==> src/sv/ols_pkg.sv <==
`timescale 1ns / 1ps
// ----------------------------------------------------------------------------
// ols_pkg
// Shared constants, codes and types of the ordered list store.
// ----------------------------------------------------------------------------
package ols_pkg;

   localparam int CAPACITY = 256;
   localparam int IDX_W    = (CAPACITY > 1) ? $clog2(CAPACITY) : 1;
   localparam int CNT_W    = $clog2(CAPACITY + 1);
   localparam int OP_W     = 3;
   localparam int POS_W    = 9;
   localparam int VAL_W    = 32;
   localparam int ST_W     = 2;
   localparam int CMP_W    = ((POS_W > CNT_W) ? POS_W : CNT_W) + 1;
   localparam int REQ_W    = 48;
   localparam int RSP_W    = 40;

   localparam logic [OP_W-1:0] OP_APPEND = 3'd0;
   localparam logic [OP_W-1:0] OP_DELETE = 3'd1;
   localparam logic [OP_W-1:0] OP_READ   = 3'd2;
   localparam logic [OP_W-1:0] OP_FIND   = 3'd3;
   localparam logic [OP_W-1:0] OP_NEXT   = 3'd4;
   localparam logic [OP_W-1:0] OP_COUNT  = 3'd5;

   localparam logic [ST_W-1:0] ST_OK   = 2'd0;
   localparam logic [ST_W-1:0] ST_MISS = 2'd1;
   localparam logic [ST_W-1:0] ST_FULL = 2'd2;

   typedef struct packed {
      logic             en;
      logic [OP_W-1:0]  op;
      logic [POS_W-1:0] pos;
      logic [VAL_W-1:0] key;
      logic [CNT_W-1:0] count;
   } ols_cmd_type;

   typedef struct packed {
      logic             any;
      logic [IDX_W-1:0] idx;
      logic [VAL_W-1:0] hit_value;
      logic [VAL_W-1:0] nxt_value;
   } ols_pick_type;

endpackage

==> src/sv/ols_cell.sv <==
`timescale 1ns / 1ps
// ----------------------------------------------------------------------------
// ols_cell
// One entry of the list: holds a value, loads on append, takes its right
// neighbor's value on delete, and flags a position or key hit.
// ----------------------------------------------------------------------------
module ols_cell (
   input  logic                      clock,
   input  ols_pkg::ols_cmd_type      cmd,
   input  logic [ols_pkg::IDX_W-1:0] idx,
   input  logic [ols_pkg::VAL_W-1:0] nbr_value,
   output logic [ols_pkg::VAL_W-1:0] value,
   output logic                      hit
);
   import ols_pkg::*;

   logic [VAL_W-1:0] value_ff, value_in;
   logic             hit_ff, hit_in;
   logic [CMP_W-1:0] idx_c, pos_c, cnt_c, idx_p1;
   logic             live, del_ok;

   always_comb begin
      idx_c    = CMP_W'(idx);
      pos_c    = CMP_W'(cmd.pos);
      cnt_c    = CMP_W'(cmd.count);
      idx_p1   = idx_c + CMP_W'(1);
      live     = idx_c < cnt_c;
      del_ok   = (pos_c != '0) && (pos_c <= cnt_c);
      value_in = value_ff;
      hit_in   = 1'b0;
      case (cmd.op)
         OP_APPEND: begin
            if (idx_c == cnt_c) value_in = cmd.key;
         end
         OP_DELETE: begin
            if (del_ok && idx_p1 >= pos_c && idx_p1 < cnt_c) value_in = nbr_value;
         end
         OP_READ: begin
            hit_in = live && (pos_c == idx_p1);
         end
         OP_FIND, OP_NEXT: begin
            hit_in = live && (value_ff == cmd.key);
         end
         default: begin
            hit_in = 1'b0;
         end
      endcase
   end

   always_ff @(posedge clock) begin
      if (cmd.en) begin
         value_ff <= value_in;
         hit_ff   <= hit_in;
      end
   end

   assign value = value_ff;
   assign hit   = hit_ff;

endmodule

==> config.mk <==
export PLATFORM = sky130hd
export DESIGN_NAME = ols_cell
export DESIGN_NICKNAME = d
export VERILOG_FILES = /design/src/sv/ols_pkg.sv /design/src/sv/ols_cell.sv
export SDC_FILE = /design/constraint.sdc
export NUM_CORES = 1
export LEC_CHECK = 0
export BUFFER_PORTS_ARGS = -buffer_cell sky130_fd_sc_hd__clkbuf_2
export CAP_MARGIN = 10
export CORE_UTILIZATION = 47
export DETAILED_ROUTE_END_ITERATION = 8
export PLACE_DENSITY = 0.87
export SYNTH_ARGS = -nofsm -noshare
export SYNTH_HDL_FRONTEND = slang
export SYNTH_SLANG_ARGS = --single-unit
==> constraint.sdc <==
create_clock -name clock -period 6.2 [get_ports clock]
set_input_delay 0.93 -clock clock [delete_from_list [all_inputs] [get_ports clock]]
set_output_delay 0.93 -clock clock [all_outputs]
set_load 0.005 [all_outputs]
# Yosys cells after proc, flatten, opt, wreduce, memory -nomap -nowiden
# Cells that the tools add are included.
totals:
  n_memories: 0
  out_inout_bits: 33
  inputBits: 95
  latchBits: 0
  mem_bits_rw: 0
  register_bits: 33
  romBits: 0
op_classes:
  n_mux: 4
  n_reduce_logical: 10
  addsub: 1
  eq_ne: 9
  n_bitwise: 0
  div: 0
  magnitude_cmp: 4
  n_shift: 0
  multipliers: 0
op_table:
  columns: ["cell", "count"]
  rows:
  - ["two-way mux 32 bit", 2]
  - ["case mux 32 bit (2 select lines)", 1]
  - ["equality test 32 bit", 1]
  - ["adder 8 x 1 -> 9 bit, second input constant", 1]
  - ["equality test 8 x 9 -> 1 bit", 1]
  - ["equality test 9 bit", 1]
  - ["greater-or-equal comparator 9 bit", 1]
  - ["less-or-equal comparator 9 bit", 1]
  - ["less-than comparator 8 x 9 -> 1 bit", 1]
  - ["less-than comparator 9 bit", 1]
  - ["nonzero test 9 bit", 1]
  - ["equality test 3 x 2 -> 1 bit, second input constant", 2]
  - ["logical AND 1 bit", 5]
  - ["!= test 2 bit, second input constant", 2]
  - ["AND reduction 4 bit", 1]
  - ["equality test 3 x 1 -> 1 bit, second input constant", 1]
  - ["equality test 3 bit, second input constant", 1]
  - ["logical NOT 3 bit", 1]
  - ["case mux 1 bit (2 select lines)", 1]
  - ["nonzero test 2 bit", 1]
  - ["OR reduction 2 bit", 1]

# Logic depth before layout (Yosys ltp)
logic_depth:
  depth_word: 6
  depth_mapped: 10
  mapped_depth_nobuf: 10

# Worst setup path after synthesis
# OpenSTA, ideal clock, no wires.
synth_path:
  path_type: "input-to-reg"
  startpoint: "input idx[0] in the netlist's numbering"
  endpoint: "register value_ff[0], in the netlist value[0], enable pin"
  setup_slack_ps: 1060
  arrival_ps: 4670
  t_required_ps: 5730
  cell_stages: 9
  cell_sequence: "ha_1 and3_1 and3_1 ha_1 and4_1 nand3_1 nor2_1 o21ai_1 o31ai_1"
synth_between:
  elab_chain_cells: 6
  elab_cells_between_ends: 9
synth_lines:
  columns: ["item", "line", "text"]
  rows:
  - ["start: declaration", "ols_cell.sv:10", "input logic [ols_pkg::IDX_W-1:0] idx,"]
  - ["adder 8 x 1 -> 9 bit", "ols_cell.sv:26", "idx_p1 = idx_c + CMP_W'(1);"]
  - ["greater-or-equal comparator 9 bit", "ols_cell.sv:36", "if (del_ok && idx_p1 >= pos_c && idx_p1 < cnt_c) value_in = nbr_value;"]
  - ["logical AND 1 bit (2 in series)", "ols_cell.sv:36", null]
  - ["!= test 2 bit (no line)", null, null]
  - ["AND reduction 4 bit (no line) (*)", null, null]
  - ["end signal: assignment", "ols_cell.sv:52", "value_ff <= value_in;"]
  - ["end: declaration", "ols_cell.sv:17", "logic [VAL_W-1:0] value_ff, value_in;"]
# Mark *: on every way between the ends. The rest lies on a longest branch, timed or not.
# A chain may end at the register's enable or synchronous reset.

# Worst setup path after layout
layout_path:
  startpoint: "input idx[0] in the netlist's numbering"
  endpoint: "register value_ff[31], in the netlist value[31], enable pin"
# The elaborated chain is that of the path after synthesis.

==> flow_summary.yaml <==
route:
  firstDrtPassIters: 4
  drc_errors: 0
  vias_per_cell: 5.35
  wirelength_um: 6880
  ant_nets: 0
  via_count: 2400
  wire_per_inst_um: 15.3
  drtIter0Drc: 74
global_route:
  grtUsageTotal_pct: 23.5
  grt_pass1_vias: 2548
  overflow: 0
  antenna_found_initial: 0
  grt_pass1_wl_um: 11100
  grt_start_max_net_pins: 33
place:
  numPortBuffers: 127
  place_congestion: 0.865
  post-dp-hpwl_um: 5820
clock_tree:
  post_cts_buffers: 0
  clock_sinks: 33
  clock_path_buffers: 2
  cts_hold_buf: 0
  numCtsBuffers: 5
  insertion_delay_ns: 0.28
  root_buffer: "clkbuf_8"
  path_clk_slew_ns: 0.06
  cts_tree: "done"
  ctsResizeCount: 0
  cts.htree.levels: 2
pwr:
  p_per_area_nw_per_um2: 163
  leakage_nw: 1.65
  vdd_drop_max_mv: 0.133
sta:
  post-route-period-util_pct: 52.0
  maxSlewViolCount: 0
  rsz0062_at_grt: "no"
  tightest_slew_ns: 0.419
  hold_viol: 0
  max_slew_margin_pct: 72.1
  finalSetupTns_ns: 0
  fmax_ghz: 0.310
  finalClockSkew_ns: 0.00462
  fin_crit_ns: 3.22
  setup_violations: 0
logic_synthesis:
  ys_seq_area_share_pct: 36.6
  ys_seq_elements: 33
  synth_nets: 374
  syn_area_sq_um: 2710
  syn-mean-instance-area_sq_um: 11.1
  yosysUniqueCellTypes: 32
  yosysWarnings: 0
  syn_inst: 243
floorplanning:
  die-area_sq_um: 6070
  row_count: 27
  initial_core_util_pct: 48.9
  die_w_um: 77.9
  chipHeight_um: 77.9
  coreArea_sq_um: 5540
  ios: 128
worst_setup_path:
  worstPathArrival_ns: 3.16
  critPathRequiredTime_ns: 6.14
  endpoint_kind: "flip-flop"
  crit_type: "primary input to flip-flop"
  path_max_fanout: 32
  crit_path_start_kind: "primary input"
finish:
  final_util_pct: 64.1
  fin_nets: 507
  antenna_cells: 0
  final_cell_mix: "clkbuf_2 (127), ha_1 (36), edfxtp_1 (33)"
  area_growth_pct: 31.2
  final_common_cell: "clkbuf_2"
  drive_gt1_share_pct: 45.1
hold_path:
  hp-class: "flip-flop to flip-flop"
status:
  status: "complete, no violations"
job:
  cap_violations: 0
-- power by group --
group | internal (mW) | switching [mW]
combinational | 0.0694 | 0.0656
sequential | 0.249 | 0.00150
clock | 0.119 | 0.0763
total | 0.437 | 0.143
-- registers in the layout (all words and copies together) (netlist names) --
| signal | count |
|---|---|
| value | 32 |
| hit | 1 |
-- cells by family after synthesis --
| group | count (synthesis) | synth area share (%) |
|---|---|---|
| buffers and inverters | 21 | 3.05 |
| AOI/OAI and AO/OA | 31 | 6.79 |
| muxes | 32 | 13.3 |
| adders and majority gates | 36 | 16.6 |
| DFF | 33 | 36.6 |
| and+or+nand+nor | 52 | 11.3 |
| xor gates and xnor gates | 38 | 12.3 |
-- stage by stage --
step | setup slack (ns) | area, sq um | power (mW) | instances | hold WS, ns
after floorplan | 1.06 | 2710 | 0.329 | 243 | 0.836
after global placement | 2.78 | 3450 | 0.384 | 441 | 0.879
after detailed placement | 2.67 | 3450 | 0.390 | 441 | 0.896
after CTS | 2.98 | 3550 | 0.583 | 449 | 0.894
after global routing | 2.81 | 3550 | 0.608 | 449 | 0.892
final | 2.98 | 3550 | 0.581 | 449 | 0.886
-- critical path: stages --
cell and delay [ns]:
clkbuf_2 0.12, ha_1 0.24, and3_1 0.20, and3_1 0.21
ha_1 0.28, and4_1 0.23, nand3_1 0.10, nor2_1 0.11
o21ai_1 0.11, o31ai_4 0.19, buf_4 0.41
-- Yosys cell counts --
master,n,share of area [%]
a211oi_1,1,0.28
a21o_1,2,0.55
a21oi_1,11,2.0
a2bb2oi_1,1,0.32
a41oi_1,1,0.32
and3_1,4,0.92
and4_1,1,0.32
buf_2,3,0.55
edfxtp_1,33,37
ha_1,36,17
inv_1,18,2.5
mux2_2,32,13
nand2_1,6,0.83
nand2b_1,3,0.69
nand3_1,5,0.92
nand4_1,11,2.5
nand4b_1,1,0.32
nor2_1,8,1.1
nor2b_1,2,0.46
nor3_1,3,0.55
nor3b_4,1,0.69
nor4_1,5,1.2
nor4_2,1,0.46
nor4b_1,1,0.32
o211ai_1,1,0.28
o21a_1,2,0.55
o21ai_0,9,1.7
o21ai_1,1,0.18
o22a_1,1,0.32
o31ai_1,1,0.28
xnor2_1,21,6.8
xor2_1,17,5.5
-- layout make-up --
type                    count  area, sq um
repair buffers            129          651
inverters                  18         67.6
fillers                   460         1990
flip-flops and latches     33          991
well taps                  72         90.1
clock inverters             2         33.8
multi-input cells         189         1650
clock buffers               6         72.6
-- metal layers --
layer	share of wire (%)	track usage, %	up-vias	wire, um
met5	0	0	-	0
met4	2.0	8.89	0	140
met3	7.4	6.12	17	509
met2	50	42.3	121	3460
met1	40	26.6	1080	2770
li1	-	-	1182	-
-- final timing paths --
check	start	endpoint	slack, ns	cells after the start
max	idx[0]	value[31]	2.98	11
min	value[1]	hit	0.89	4
max reg2reg	value[12]	hit	4.41	6
min reg2reg	value[1]	hit	0.89	4
No activity file was read; power rests on OpenSTA's default activity.
